[src/rtl/tsph_pkg.sv]
`default_nettype none
package tsph_pkg;
   localparam int unsigned CODE_W  = 4;
   localparam int unsigned VALUE_W = 42;

   typedef enum logic [CODE_W-1:0] {
      FC_HEADER   = 4'd0,
      FC_AF       = 4'd1,
      FC_PCR      = 4'd2,
      FC_OPCR     = 4'd3,
      FC_SPLICE   = 4'd4,
      FC_PRIVLEN  = 4'd5,
      FC_PRIVBYTE = 4'd6,
      FC_EXT      = 4'd7,
      FC_LTW      = 4'd8,
      FC_RATE     = 4'd9,
      FC_STYPE    = 4'd10,
      FC_END      = 4'd11
   } field_code_type;

   typedef enum logic [3:0] {
      PH_HEADER   = 4'd0,
      PH_AFLEN    = 4'd1,
      PH_AFFLAGS  = 4'd2,
      PH_PCR      = 4'd3,
      PH_OPCR     = 4'd4,
      PH_SPLICE   = 4'd5,
      PH_PRIVLEN  = 4'd6,
      PH_PRIVDATA = 4'd7,
      PH_EXTLEN   = 4'd8,
      PH_EXTFLAGS = 4'd9,
      PH_LTW      = 4'd10,
      PH_RATE     = 4'd11,
      PH_SEAMLESS = 4'd12,
      PH_STUFF    = 4'd13,
      PH_PAYLOAD  = 4'd14
   } phase_type;

   localparam logic [7:0] SYNC_BYTE = 8'h47;

   // One or two results produced by one byte.
   typedef struct packed {
      logic [1:0]         count;
      field_code_type     code0;
      logic [VALUE_W-1:0] value0;
      logic               last0;
      field_code_type     code1;
      logic [VALUE_W-1:0] value1;
      logic               last1;
   } result_pair_type;
endpackage
`default_nettype wire

[src/rtl/tsph_front.sv]
`default_nettype none
module tsph_front #(
   parameter int unsigned PACKET_BYTES = 188
) (
   input  wire logic                     clock,
   input  wire logic                     reset,
   input  wire logic                     valid,
   input  wire logic [7:0]               data_byte,
   input  wire logic                     start_of_packet,
   output tsph_pkg::result_pair_type     pair
);
   import tsph_pkg::*;

   localparam logic [8:0] LAST_POS = 9'(PACKET_BYTES - 1);

   logic [7:0]  pos_ff, pos_in;
   logic        inpkt_ff, inpkt_in;
   phase_type   phase_ff, phase_in;
   logic [7:0]  left_ff, left_in;
   logic [7:0]  afend_ff, afend_in;
   logic [7:0]  pend_ff, pend_in;
   logic [2:0]  extf_ff, extf_in;
   logic [47:0] acc_ff, acc_in;
   logic [1:0]  err_ff, err_in;

   always_ff @(posedge clock) begin
      if (reset) begin
         pos_ff   <= '0;
         inpkt_ff <= 1'b0;
         phase_ff <= PH_HEADER;
         left_ff  <= '0;
         afend_ff <= '0;
         pend_ff  <= '0;
         extf_ff  <= '0;
         acc_ff   <= '0;
         err_ff   <= '0;
      end else if (valid) begin
         pos_ff   <= pos_in;
         inpkt_ff <= inpkt_in;
         phase_ff <= phase_in;
         left_ff  <= left_in;
         afend_ff <= afend_in;
         pend_ff  <= pend_in;
         extf_ff  <= extf_in;
         acc_ff   <= acc_in;
         err_ff   <= err_in;
      end
   end

   always_comb begin
      logic [7:0]  b;
      logic [7:0]  p;
      logic        done;
      logic        adv;
      logic [8:0]  e;
      logic [47:0] a;
      b = data_byte;
      pos_in = pos_ff; inpkt_in = inpkt_ff; phase_in = phase_ff; left_in = left_ff;
      afend_in = afend_ff; pend_in = pend_ff; extf_in = extf_ff;
      acc_in = acc_ff; err_in = err_ff;
      pair = '0;
      pair.code0 = FC_HEADER;
      pair.code1 = FC_HEADER;
      done = 1'b0; adv = 1'b0; e = '0; a = '0;
      if (start_of_packet) begin
         if (inpkt_ff) begin
            pair.count  = 2'd1;
            pair.code0  = FC_END;
            pair.value0 = VALUE_W'(err_ff | 2'b10);
            pair.last0  = 1'b1;
         end
         pos_in = '0; inpkt_in = 1'b1; phase_in = PH_HEADER; left_in = 8'd4;
         afend_in = '0; pend_in = '0; extf_in = '0; acc_in = '0; err_in = '0;
      end
      p = pos_in;
      if (inpkt_in) begin
         if (phase_in inside {[PH_PCR:PH_STUFF]} && p > afend_in) begin
            err_in[1] = 1'b1; pend_in = '0; extf_in = '0;
            phase_in = PH_PAYLOAD; left_in = '0; acc_in = '0;
         end
         a = {acc_in[39:0], b};
         case (phase_in)
            PH_HEADER, PH_PCR, PH_OPCR, PH_PRIVDATA, PH_LTW, PH_RATE,
            PH_SEAMLESS: begin
               acc_in = a;
               if (left_in != 8'd0) left_in = left_in - 8'd1;
               done = (left_in == 8'd0);
            end
            default: ;
         endcase
         // a field result never meets an early end, so it always takes slot 0
         case (phase_in)
            PH_HEADER: begin
               if (p == 8'd0 && b != SYNC_BYTE) err_in[0] = 1'b1;
               if (done) begin
                  pair.count = pair.count + 2'd1;
                  pair.code0 = FC_HEADER;
                  pair.value0 = VALUE_W'(a[31:0]);
                  if (b[5]) begin
                     phase_in = PH_AFLEN; left_in = 8'd1; acc_in = '0;
                  end else begin
                     phase_in = PH_PAYLOAD; left_in = '0; acc_in = '0;
                  end
               end
            end
            PH_AFLEN: begin
               e = 9'd4 + 9'(b);
               if (e > LAST_POS) begin
                  err_in[1] = 1'b1; e = LAST_POS;
               end
               afend_in = e[7:0];
               if (b == 8'd0) begin
                  pair.count = pair.count + 2'd1;
                  pair.code0 = FC_AF; pair.value0 = '0;
                  phase_in = PH_PAYLOAD; left_in = '0; acc_in = '0;
               end else begin
                  phase_in = PH_AFFLAGS; left_in = 8'd1; acc_in = 48'(b);
               end
            end
            PH_AFFLAGS: begin
               pend_in = b; extf_in = '0;
               pair.count = pair.count + 2'd1;
               pair.code0 = FC_AF; pair.value0 = VALUE_W'({acc_in[7:0], b});
               adv = 1'b1;
            end
            PH_PCR, PH_OPCR: if (done) begin
               pair.count = pair.count + 2'd1;
               pair.code0 = (phase_in == PH_PCR) ? FC_PCR : FC_OPCR;
               pair.value0 = VALUE_W'({a[47:15], a[8:0]});
               adv = 1'b1;
            end
            PH_SPLICE: begin
               pair.count = pair.count + 2'd1;
               pair.code0 = FC_SPLICE; pair.value0 = VALUE_W'(b);
               adv = 1'b1;
            end
            PH_PRIVLEN: begin
               pair.count = pair.count + 2'd1;
               pair.code0 = FC_PRIVLEN; pair.value0 = VALUE_W'(b);
               if (b != 8'd0) begin
                  phase_in = PH_PRIVDATA; left_in = b; acc_in = '0;
               end else adv = 1'b1;
            end
            PH_PRIVDATA: begin
               pair.count = pair.count + 2'd1;
               pair.code0 = FC_PRIVBYTE; pair.value0 = VALUE_W'(b);
               adv = done;
            end
            PH_EXTLEN: begin
               if (b == 8'd0) begin
                  pair.count = pair.count + 2'd1;
                  pair.code0 = FC_EXT; pair.value0 = '0;
                  adv = 1'b1;
               end else begin
                  phase_in = PH_EXTFLAGS; left_in = 8'd1; acc_in = 48'(b);
               end
            end
            PH_EXTFLAGS: begin
               extf_in = b[7:5];
               pair.count = pair.count + 2'd1;
               pair.code0 = FC_EXT; pair.value0 = VALUE_W'({acc_in[7:0], b});
               adv = 1'b1;
            end
            PH_LTW: if (done) begin
               pair.count = pair.count + 2'd1;
               pair.code0 = FC_LTW; pair.value0 = VALUE_W'(a[15:0]);
               adv = 1'b1;
            end
            PH_RATE: if (done) begin
               pair.count = pair.count + 2'd1;
               pair.code0 = FC_RATE; pair.value0 = VALUE_W'(a[21:0]);
               adv = 1'b1;
            end
            PH_SEAMLESS: if (done) begin
               pair.count = pair.count + 2'd1;
               pair.code0 = FC_STYPE; pair.value0 = VALUE_W'(a[39:36]);
               adv = 1'b1;
            end
            PH_STUFF: begin
               if (p >= afend_in) begin
                  phase_in = PH_PAYLOAD; left_in = '0; acc_in = '0;
               end
            end
            default: ;
         endcase
         if (adv) begin
            acc_in = '0;
            if (pend_in[4]) begin
               pend_in[4] = 1'b0; phase_in = PH_PCR; left_in = 8'd6;
            end else if (pend_in[3]) begin
               pend_in[3] = 1'b0; phase_in = PH_OPCR; left_in = 8'd6;
            end else if (pend_in[2]) begin
               pend_in[2] = 1'b0; phase_in = PH_SPLICE; left_in = 8'd1;
            end else if (pend_in[1]) begin
               pend_in[1] = 1'b0; phase_in = PH_PRIVLEN; left_in = 8'd1;
            end else if (pend_in[0]) begin
               pend_in[0] = 1'b0; phase_in = PH_EXTLEN; left_in = 8'd1;
            end else if (extf_in[2]) begin
               extf_in[2] = 1'b0; phase_in = PH_LTW; left_in = 8'd2;
            end else if (extf_in[1]) begin
               extf_in[1] = 1'b0; phase_in = PH_RATE; left_in = 8'd3;
            end else if (extf_in[0]) begin
               extf_in[0] = 1'b0; phase_in = PH_SEAMLESS; left_in = 8'd5;
            end else begin
               phase_in = (p >= afend_in) ? PH_PAYLOAD : PH_STUFF; left_in = '0;
            end
         end
         pos_in = p + 8'd1;
         // the end result takes the first free slot
         if (9'(p) + 9'd1 >= 9'(PACKET_BYTES)) begin
            if (pair.count == 2'd0) begin
               pair.code0 = FC_END; pair.value0 = VALUE_W'(err_in); pair.last0 = 1'b1;
            end else begin
               pair.code1 = FC_END; pair.value1 = VALUE_W'(err_in); pair.last1 = 1'b1;
            end
            pair.count = pair.count + 2'd1;
            inpkt_in = 1'b0;
         end
      end
      if (!valid) pair.count = '0;
   end
endmodule
`default_nettype wire

[src/rtl/tsph_back.sv]
`default_nettype none
module tsph_back #(
   parameter int unsigned DEPTH_LOG2 = 2
) (
   input  wire logic                            clock,
   input  wire logic                            reset,
   input  wire tsph_pkg::result_pair_type       pair,
   output logic                                 full,
   output logic                                 empty,
   input  wire logic                            pop,
   output tsph_pkg::field_code_type             code,
   output logic [tsph_pkg::VALUE_W-1:0]         value,
   output logic                                 last
);
   import tsph_pkg::*;

   localparam int unsigned DEPTH = 1 << DEPTH_LOG2;
   typedef struct packed {
      field_code_type     code;
      logic [VALUE_W-1:0] value;
      logic               last;
   } entry_type;

   entry_type                mem_ff [DEPTH];
   logic [DEPTH_LOG2-1:0]    wr_ff, wr_in, rd_ff, rd_in;
   logic [DEPTH_LOG2:0]      cnt_ff, cnt_in;
   logic                     do_pop;

   assign do_pop = pop && !empty;
   assign empty  = (cnt_ff == '0);
   // keep room for the two results one byte can cause
   assign full   = (cnt_ff > (DEPTH_LOG2+1)'(DEPTH - 2));
   assign code   = mem_ff[rd_ff].code;
   assign value  = mem_ff[rd_ff].value;
   assign last   = mem_ff[rd_ff].last;

   always_comb begin
      wr_in  = wr_ff + DEPTH_LOG2'(pair.count);
      rd_in  = rd_ff + DEPTH_LOG2'(do_pop);
      cnt_in = cnt_ff + (DEPTH_LOG2+1)'(pair.count) - (DEPTH_LOG2+1)'(do_pop);
   end

   always_ff @(posedge clock) begin
      if (reset) begin
         wr_ff <= '0; rd_ff <= '0; cnt_ff <= '0;
      end else begin
         wr_ff <= wr_in; rd_ff <= rd_in; cnt_ff <= cnt_in;
      end
   end

   always_ff @(posedge clock) begin
      if (pair.count != 2'd0)
         mem_ff[wr_ff] <= '{pair.code0, pair.value0, pair.last0};
      if (pair.count == 2'd2)
         mem_ff[wr_ff + DEPTH_LOG2'(1)] <= '{pair.code1, pair.value1, pair.last1};
   end
endmodule
`default_nettype wire

[src/rtl/ts_packet_header_parser_top.sv]
`default_nettype none
// channel   | ports                                       | handshake
// request   | req_data_byte, req_start_of_packet          | req_push / req_full
// result    | rsp_field_code, rsp_field_value, rsp_last_of_packet | rsp_pop / rsp_empty
// One request per cycle unless req_full; its results are queued at the accepting edge.
// The parser state advances by one byte each accepted request, no stall inside.
// req_full rises when the result queue lacks room for two results.
// Synchronous reset empties the queue and returns the parser to header phase.
module ts_packet_header_parser_top #(
   parameter int unsigned PACKET_BYTES = 188,
   parameter int unsigned QUEUE_LOG2   = 3
) (
   input  wire logic                            clock,
   input  wire logic                            reset,
   input  wire logic                            req_push,
   output logic                                 req_full,
   input  wire logic [7:0]                      req_data_byte,
   input  wire logic                            req_start_of_packet,
   output logic                                 rsp_empty,
   input  wire logic                            rsp_pop,
   output logic [tsph_pkg::CODE_W-1:0]          rsp_field_code,
   output logic [tsph_pkg::VALUE_W-1:0]         rsp_field_value,
   output logic                                 rsp_last_of_packet
);
   import tsph_pkg::*;

   result_pair_type pair;
   field_code_type  code;
   logic            take;

   assign take = req_push && !req_full;
   assign rsp_field_code = code;

   tsph_front #(.PACKET_BYTES(PACKET_BYTES)) u_front (
      .clock(clock), .reset(reset), .valid(take),
      .data_byte(req_data_byte), .start_of_packet(req_start_of_packet), .pair(pair)
   );

   tsph_back #(.DEPTH_LOG2(QUEUE_LOG2)) u_back (
      .clock(clock), .reset(reset), .pair(pair), .full(req_full), .empty(rsp_empty),
      .pop(rsp_pop), .code(code), .value(rsp_field_value), .last(rsp_last_of_packet)
   );

`ifndef SYNTHESIS
   a_no_write_when_full: assert property (@(posedge clock) disable iff (reset)
      req_full |-> pair.count == 2'd0) else $error("write while full");
   a_end_is_last: assert property (@(posedge clock) disable iff (reset)
      !rsp_empty && rsp_last_of_packet |-> code == FC_END) else $error("last flag");
   a_pair_bound: assert property (@(posedge clock) disable iff (reset)
      pair.count != 2'd3) else $error("pair count");
`endif
endmodule
`default_nettype wire
[config.mk]
export PLATFORM = sky130hd
export DESIGN_NAME = ts_packet_header_parser_top
export DESIGN_NICKNAME = d
export VERILOG_FILES = /design/src/rtl/tsph_pkg.sv /design/src/rtl/tsph_front.sv /design/src/rtl/tsph_back.sv /design/src/rtl/ts_packet_header_parser_top.sv
export SDC_FILE = /design/constraint.sdc
export NUM_CORES = 1
export LEC_CHECK = 0
export ABC_AREA = 1
export BUFFER_PORTS_ARGS = -buffer_cell sky130_fd_sc_hd__buf_2
export CORE_MARGIN = 5
export CORE_UTILIZATION = 55
export DETAILED_ROUTE_END_ITERATION = 8
export PLACE_DENSITY = 0.73
export SYNTH_ARGS = -nofsm -noshare
export SYNTH_HDL_FRONTEND = slang
export SYNTH_SLANG_ARGS = --single-unit
[constraint.sdc]
create_clock -name clock -period 11.1 [get_ports clock]
set_input_delay 2.22 -clock clock [delete_from_list [all_inputs] [get_ports clock]]
set_output_delay 2.22 -clock clock [all_outputs]
set_load 0.01 [all_outputs]
# After elaboration in Yosys (flattened, before gate mapping)
# Memory sizes are Yosys's and may differ from the RTL's. A register that Yosys moved wholly into a read port is not among the register bits.
# Index checks and enable logic that the tools add are counted.
[word_totals]
register_bits = 100
mem_bits_rw = 376
input_bits = 13
mem_count = 1
[memory_table]
columns = ["name", "depth", "width", "read_ports", "rd_clocked_by_memory_dff", "wr", "line_no", "rtl"]
rows = [
  ["u_back.mem_ff", 8, 47, 1, 1, 2, "tsph_back.sv:24", "entry_type mem_ff [DEPTH];"],
]
[op_classes]
addsub = 11
magnitude_cmp = 8
eq_ne = 15
muxes = 125
reduce_logical = 20
[ops]
columns = ["op", "count"]
rows = [
  ["two-way mux 48 bit", 18],
  ["case mux 48 bit (12 select lines)", 1],
  ["two-way mux 8 bit", 33],
  ["case mux 48 bit (5 select lines)", 1],
  ["two-way mux 96 bit", 2],
  ["two-way mux 47 bit", 2],
  ["two-way mux 4 bit", 20],
  ["two-way mux 49 bit", 1],
  ["case mux 8 bit (5 select lines)", 1],
  ["two-way mux 3 bit", 13],
  ["equality test 4 bit (second input constant)", 6],
  ["logical NOT 8 bit", 3],
  ["two-way mux 1 bit", 23],
  ["case mux 4 bit (5 select lines)", 1],
  ["equality test 4 x 3 -> 1 bit (second input constant)", 4],
  [">= comparator 8 bit", 2],
  ["nonzero test 8 bit", 2],
  ["two-way mux 2 bit", 6],
  ["adder 3 x 8 -> 9 bit (first input constant)", 1],
  ["adder 8 x 1 -> 9 bit (second input constant)", 1],
  [">= comparator 9 x 8 -> 1 bit (second input constant)", 1],
  ["greater-than comparator 9 x 8 -> 1 bit (second input constant)", 1],
  ["adder 8 x 1 -> 8 bit (second input constant)", 1],
  ["equality test 4 x 2 -> 1 bit (second input constant)", 2],
  ["26 further kinds", 33],
]

# Longest topological paths before layout
# Gate-level depths: netlist of run 1.
[logic_depth]
word_depth = 24
depth_mapped = 46
ltp_nobuf = 39

# By module
# From an unflattened synthesis of run 1, not the netlist that was laid out.
[hier_totals]
cells_unflattened = 4400
hier_area_um2 = 31067.3
[modules_own_cells]
columns = ["mod", "instances", "cells_per_inst", "area_per_inst_um2", "seq_area_each_um2"]
rows = [
  ["tsph_back", 1, 3116, 23420.0, 11491.0],
  ["tsph_front", 1, 1282, 7637.3, 1581.5],
  ["ts_packet_header_parser_top", 1, 2, 10.0, 0.0],
]

# Worst setup path before layout of run 1
# Ideal clock, no wire load.
[synth_path]
path_kind = "input port to flip-flop"
startpoint = "in req_start_of_packet"
endpoint = "reg u_back.cnt_ff[3]"
t_arrival_ps = 8179
required_time_ps = 11030
slack_ps = 2851
stages = 45
path_buffers = 8
cell_sequence = "buf_6 inv_4 buf_6 clkbuf_1 clkbuf_1 nand2_1 ha_1 nand2_1 nor2_2 nand2_1 nand2_1 nand2_1 nand2_1 nand2_2 buf_6 buf_6 nand2_1 ha_1 [... 9 more ...] ha_1 inv_1 a21oi_1 nor4_1 nand2_1 inv_1 ha_1 o21ai_0 inv_1 o21ai_4 ha_1 inv_1 ha_1 nand2_1 nor2_1 a211oi_1 o21ai_0 a21oi_1"
[synth_between]
elab_chain_cells = 22
elab_cells_between_ends = 56
[synth_lines]
columns = ["element", "line_no", "rtl"]
rows = [
  ["start: declaration", "ts_packet_header_parser_top.sv:18", "input wire logic req_start_of_packet,"],
  ["branches (longest 18 deep; another with greater-than comparator 8 bit)", "--", ""],
  ["two-way mux 96 bit (*)", "tsph_front.sv:76", "if (inpkt_in) begin"],
  ["two-way mux 2 bit (*)", "tsph_front.sv:220", "if (!valid) pair.count = '0;"],
  ["adder 4 x 2 -> 4 bit (*)", "tsph_back.sv:40", "cnt_in = cnt_ff + (DEPTH_LOG2+1)'(pair.count) - (DEPTH_LOG2+1)'(do_pop);"],
  ["subtractor 4 x 1 -> 4 bit (*)", "tsph_back.sv:40", ""],
  ["end signal: assignment", "tsph_back.sv:47", "wr_ff <= wr_in; rd_ff <= rd_in; cnt_ff <= cnt_in;"],
  ["end: declaration", "tsph_back.sv:26", "logic [DEPTH_LOG2:0] cnt_ff, cnt_in;"],
]
# Mark *: on every way between the ends. The select of a mux whose other input is x is not followed.
# A chain may end at the register's enable or synchronous reset.

==> metrics.txt, run 1 <==
status=complete, no violations; Critical Path RT=11,470 ps; post-synthesis cell count=3,448; CTS max path bufs=3; R2R Path Start=u_front.pos_ff[5]$_SDFFE_PP0P_; DRT iter0 DRCs=2,901; Final period util=81.2%; Max Slew Vio Count=0; number of synthesized flops with an enable pin=48; Worst Min Path Start=u_back.mem_ff[7][33]$_SDFFE_PP0P_; Reg clk slew, reported paths=60 ps; DP Wirelength=51.4 mm; CTS tree=done; PortBufs=61; largest net degree at the start of global routing=118; Worst-Margin Slew=1290 ps; Buf/Inv on CP=10; Final min period=9020 ps; total global-route track usage=31.5%; Root Buffer=clkbuf_16; crit path capture type=register; WHS Endpoint=u_back.mem_ff[7][33]$_SDFFE_PP0P_; vias in the first global route=22.4k; Final Power=4.99 mW; Synth Register Bits=465; CTS Hold Buffers Added=0; r2r endpoint=u_back.mem_ff[7][2]$_DFFE_PP_; PostCTS Resize Cnt=0; CP dominant cell by count=nand2_1; startpoint types=input port; wire per inst=19.6 microns; clk_lat worst skew=610 ps; worst r2r path cells=31; cell at the slowest stage of the critical path=nand2_2; final core occ=60.0%; share of layout cells above drive strength 1=8.24%; worst setup path class=input port to register; postcts setup bufs=0; Hold Crit Depth=2; Initial Util=55.8%; GR Overflow Total=0; Pre-Repair DR Iteration Count=6; final net count=3,408; met2 Use GR=51.0%; core area=43,200 sq um; most common cell after layout, fill and taps aside=nand2_1; setup TNS=0 ps; antenna viol nets, final=0; Placer Congestion=0.970; H-tree depth=2; drt total wl=77.9 mm; Pleak=11.2 nW; f_max=111 MHz; Synth Net Count=3,499; Layout Skew=22.7 ps; synth warn=0; vias per cell=6.06; ANT cells=0; final setup fails=0; met1 Use GR=43.2%; max cap viols=0; initial antenna violation count=0; HP Class=register to register; via count=24.1k; Die W=219 microns; Power Density=193 nW/um^2; area of the die=48,100 sq um; R2R setup slack=4270 ps; TritonCTS Sinks=465; grt met3 use=4.81%; I/O pin count=62; Die Y=219 microns; Netlist Area Pre-Place=24,100 sq um; RSZ-0062 raised after global routing=false; Final Hold Vio Count=0; worst-path fanout max=43; peak supply drop=0.000142 V; first-pass GRT wire length=123 mm; highest-count cells in the layout ignoring fill and taps=nand2_1, o21ai_0, dfxtp_1; TritonCTS buffer count=49; DR DRC count=0; WP data arrival=9390 ps; critical path's largest stage delay=640 ps; Post-synth top flop=dfxtp_1; Avg Cell Area, Syn=6.99 sq um; synthesis-to-finish area growth=7.62%; delay-heaviest family, CP=simple AND/OR/NAND/NOR gates; post-synthesis async set-or-reset flop share=0%; GRT busiest layer=met2; # rows=76; post-synthesis cell type count=61; register area share after synthesis=40.6%; Slew Limit Headroom=14.2%
final cells by class:
cell class                 instances  area [sq um]
fill                            4081         17300
multi-input combinational       2482         12200
sequential                       465          9800
clock buffer                      64          1330
inverter                         265          1000
tap                              585           732
timing repair buffer              94           553
clock inverter                    27           284
cells in the mapped netlist, drive strengths merged, types with 6 or more instances:
cell | instances | area share, %
nor2 | 371 | 6.3
clkbuf | 139 | 2.2
edfxtp | 48 | 6.0
clkinv | 8 | 0.13
nand3 | 393 | 8.3
a21oi | 205 | 4.3
inv | 257 | 4.0
buf | 97 | 2.4
o21ai | 613 | 13
nand2 | 657 | 11
nor3 | 38 | 1.4
ha | 36 | 1.9
a31oi | 61 | 1.6
nand4 | 22 | 0.60
xor2 | 6 | 0.22
dfxtp | 417 | 35
a22oi | 9 | 0.30
o22ai | 31 | 0.81
metal layers:
layer  share of wire (%)  routed length [microns]
met1                  42                    32400
met2                  46                    35600
met3                 9.6                     7480
met4                 3.2                     2490
met5                   0                        0
logic make-up (layout without fill, tap and decap cells):
family,after synthesis,in the layout,share of synthesized area [%]
buffers and inverters,501,450,8.71
AOI/OAI and AO/OA,944,944,20.7
adders and majority gates,38,38,2.04
DFF,465,465,40.6
and+or+nand+nor,1489,1489,27.5
xor gates and xnor gates,11,11,0.400
worst min-delay path: cells and delay by family (launching register included):
family,cells,cell delay (ps)
and+or+nand+nor,2,110
DFF,1,300
how the worst max path moves through the flow:
stage                        start                             to  slack, ps  cells past startpoint
6_report       req_start_of_packet  u_back.mem_ff[7][2]$_DFFE_PP_       2080                     35
3_5_place_dp   req_start_of_packet  u_back.mem_ff[7][2]$_DFFE_PP_       1530                     35
3_3_place_gp   req_start_of_packet  u_back.mem_ff[7][2]$_DFFE_PP_       1710                     35
5_1_grt        req_start_of_packet  u_back.mem_ff[7][1]$_DFFE_PP_       1350                     35
2_1_floorplan  req_start_of_packet    u_back.cnt_ff[3]$_SDFF_PP0_       2850                     45
4_1_cts        req_start_of_packet  u_back.mem_ff[7][2]$_DFFE_PP_       2180                     35
registers in the layout, summed over array words and instances, names as in the netlist:
register,cells
u_front.inpkt_ff,1
u_back.wr_ff,3
u_back.mem_ff,376
u_front.acc_ff,40
u_front.err_ff,2
u_front.pend_ff,5
u_front.left_ff,8
u_front.extf_ff,3
u_front.afend_ff,8
u_back.cnt_ff,4
u_back.rd_ff,3
u_front.phase_ff,4
u_front.pos_ff,8
metrics by stage:
step | area [sq um] | worst slack (ps) | cells | hold WS [ps]
final | 25900 | 2080 | 3982 | 460
after global routing | 25900 | 1350 | 3982 | 477
after CTS | 25900 | 2180 | 3982 | 464
after detailed placement | 24300 | 1530 | 3891 | 454
after global placement | 24300 | 1710 | 3891 | 449
after floorplan | 24100 | 2850 | 3448 | 439
power by group:
part           total (mW)  internal (mW)  leakage [nW]  switching, mW
Combinational        1.45          0.440          6.49           1.01
Clock                1.67          0.947         0.807          0.718
Sequential           1.88           1.80          3.87         0.0786
Power figures use the tool's default switching activity.
==> inputs of run 2 (changes only) <==
- clock period: 11.1 -> 8.3 ns (I/O delays scaled with it)
==> metrics.txt, run 2 (synthesis gave the netlist of run 1 again) <==
ANT cells=0 (unchanged); I/O pin count=62 (unchanged); TritonCTS buffer count=49 (unchanged); area of the multi-input gates=12,200 sq um (unchanged); postcts setup bufs=0 (unchanged); Largest register FFs=376 (unchanged); most common cell after layout, fill and taps aside=nand2_1 (unchanged); Non-Filler Instances=3,991 (was 3,982); CTS max path bufs=3 (unchanged); Final period util=90.3%; Final min period=7490 ps; largest net degree at the start of global routing=110 (was 118); setup TNS=0 ps (unchanged); Final Power=6.74 mW (was 4.99 mW); via count=24.2k (was 24.1k); area of the die=48,100 sq um (unchanged); cell at the slowest stage of the critical path=inv_1 (was nand2_2); WP data arrival=7830 ps (was 9390 ps); highest-count cells in the layout ignoring fill and taps=nand2_1, o21ai_0, dfxtp_1 (unchanged); PortBufs=61 (unchanged); final net count=3,419 (was 3,408); RSZ-0062 raised after global routing=false (unchanged); synthesis-to-finish area growth=8.30% (was 7.62%); first-pass GRT wire length=122 mm (was 123 mm); GR Overflow Total=0 (unchanged); Pleak=11.2 nW (about the same); HP Class=register to register (unchanged); CTS tree=done (unchanged); DP Wirelength=49.8 mm (was 51.4 mm); final setup fails=0 (unchanged); DRT iter0 DRCs=3,130 (was 2,901); dpl cells=3,902 (was 3,891); Placer Congestion=1.00 (was 0.970); Layout Skew=33.0 ps (was 22.7 ps); Initial Util=55.8% (unchanged); drt total wl=76.4 mm (was 77.9 mm); Critical Path RT=8640 ps (was 11,470 ps); H-tree depth=2 (unchanged); vias in the first global route=22.5k (was 22.4k); # rows=76 (unchanged); startpoint types=input port (unchanged); Power Density=258 nW/um^2 (was 193 nW/um^2); max cap viols=0 (unchanged); FILL cells=4,043 (was 4,081); total global-route track usage=31.1% (was 31.5%); worst-path fanout max=49 (was 43); CTS Hold Buffers Added=0 (unchanged); Worst-Margin Slew=1130 ps (was 1290 ps); peak supply drop=0.000173 V (was 0.000142 V); biggest regs=u_back.mem_ff: 376 flops, u_front.acc_ff: 40 flops (unchanged); core area=43,200 sq um (unchanged); crit path capture type=register (unchanged); antenna viol nets, final=0 (unchanged); Slew Limit Headroom=24.3% (was 14.2%); f_max=133 MHz; Root Buffer=clkbuf_16 (unchanged); Die W=219 microns (unchanged); initial antenna violation count=0 (unchanged); TritonCTS Sinks=465 (unchanged); Max Slew Vio Count=0 (unchanged); PostCTS Resize Cnt=0 (unchanged); status=complete, no violations (unchanged); critical path's largest stage delay=480 ps (was 640 ps); clk_lat worst skew=600 ps (was 610 ps); DR DRC count=0 (unchanged); share of layout cells above drive strength 1=8.43% (was 8.24%); worst setup path class=input port to register (unchanged); Largest Register=u_back.mem_ff (unchanged); Pre-Repair DR Iteration Count=6 (unchanged); vias per cell=6.06 (about the same); Reg area=9800 sq um (unchanged); Die Y=219 microns (unchanged); Reg clk slew, reported paths=60 ps (about the same); Final Hold Vio Count=0 (unchanged); wire per inst=19.1 microns (was 19.6 microns)
-- run 2: where the power goes --
| group | internal, mW | switching [mW] |
|---|---|---|
| registers | 2.40 | 0.0863 |
| logic | 0.587 | 1.36 |
| clock network | 1.36 | 0.933 |
| total | 4.35 | 2.38 |
-- run 2: critical path: cells and delay by family --
| kind | cells | cell delay [ps] |
|---|---|---|
| buffers and inverters | 10 | 1860 |
| AOI/OAI and AO/OA | 4 | 470 |
| and+or+nand+nor | 18 | 2700 |
| adders and majority gates | 4 | 1130 |
-- run 2: per-stage QoR --
step | hold slack, ps | util (%) | area, sq um | setup slack, ps
2_1_floorplan | 439 | - | 24100 | 611
3_3_place_gp | 448 | 56.5 | 24400 | 381
3_5_place_dp | 452 | 56.5 | 24400 | 268
4_1_cts | 463 | 60.4 | 26100 | 809
5_1_grt | 474 | 60.4 | 26100 | 94.9
6_report | 462 | 60.4 | 26100 | 807
-- run 2: layer usage --
metal / up-vias / part of all wire, % / routed length [microns] / global-route usage, %
met3: 144 / 9.3 / 7110 / 4.65
met5: - / 0 / 0 / 0
met4: 0 / 2.5 / 1880 / 9.11
met1: 11373 / 43 / 32700 / 43.8
li1: 11446 / - / - / -
met2: 1240 / 45 / 34700 / 49.9
-- run 2: final cells by class --
type	instances	area share (%)
multi-input combinational	2482	46.8
sequential	465	37.6
clock buffer	67	5.35
inverter	265	3.85
tap	585	2.81
timing repair buffer	105	2.53
clock inverter	22	1.06
-- run 2: path summary, 6_finish.rpt --
kind | start | to | slack (ps) | depth (start not counted)
setup / recovery | req_start_of_packet | u_back.mem_ff[6][1]$_DFFE_PP_ | 810 | 36
hold reg to reg | u_back.mem_ff[6][4]$_SDFFE_PP0P_ | u_back.mem_ff[6][4]$_SDFFE_PP0P_ | 460 | 2
hold / removal | u_back.mem_ff[6][4]$_SDFFE_PP0P_ | u_back.mem_ff[6][4]$_SDFFE_PP0P_ | 460 | 2
setup reg to reg | u_front.pos_ff[7]$_SDFFE_PP0P_ | u_back.mem_ff[6][1]$_DFFE_PP_ | 1970 | 34
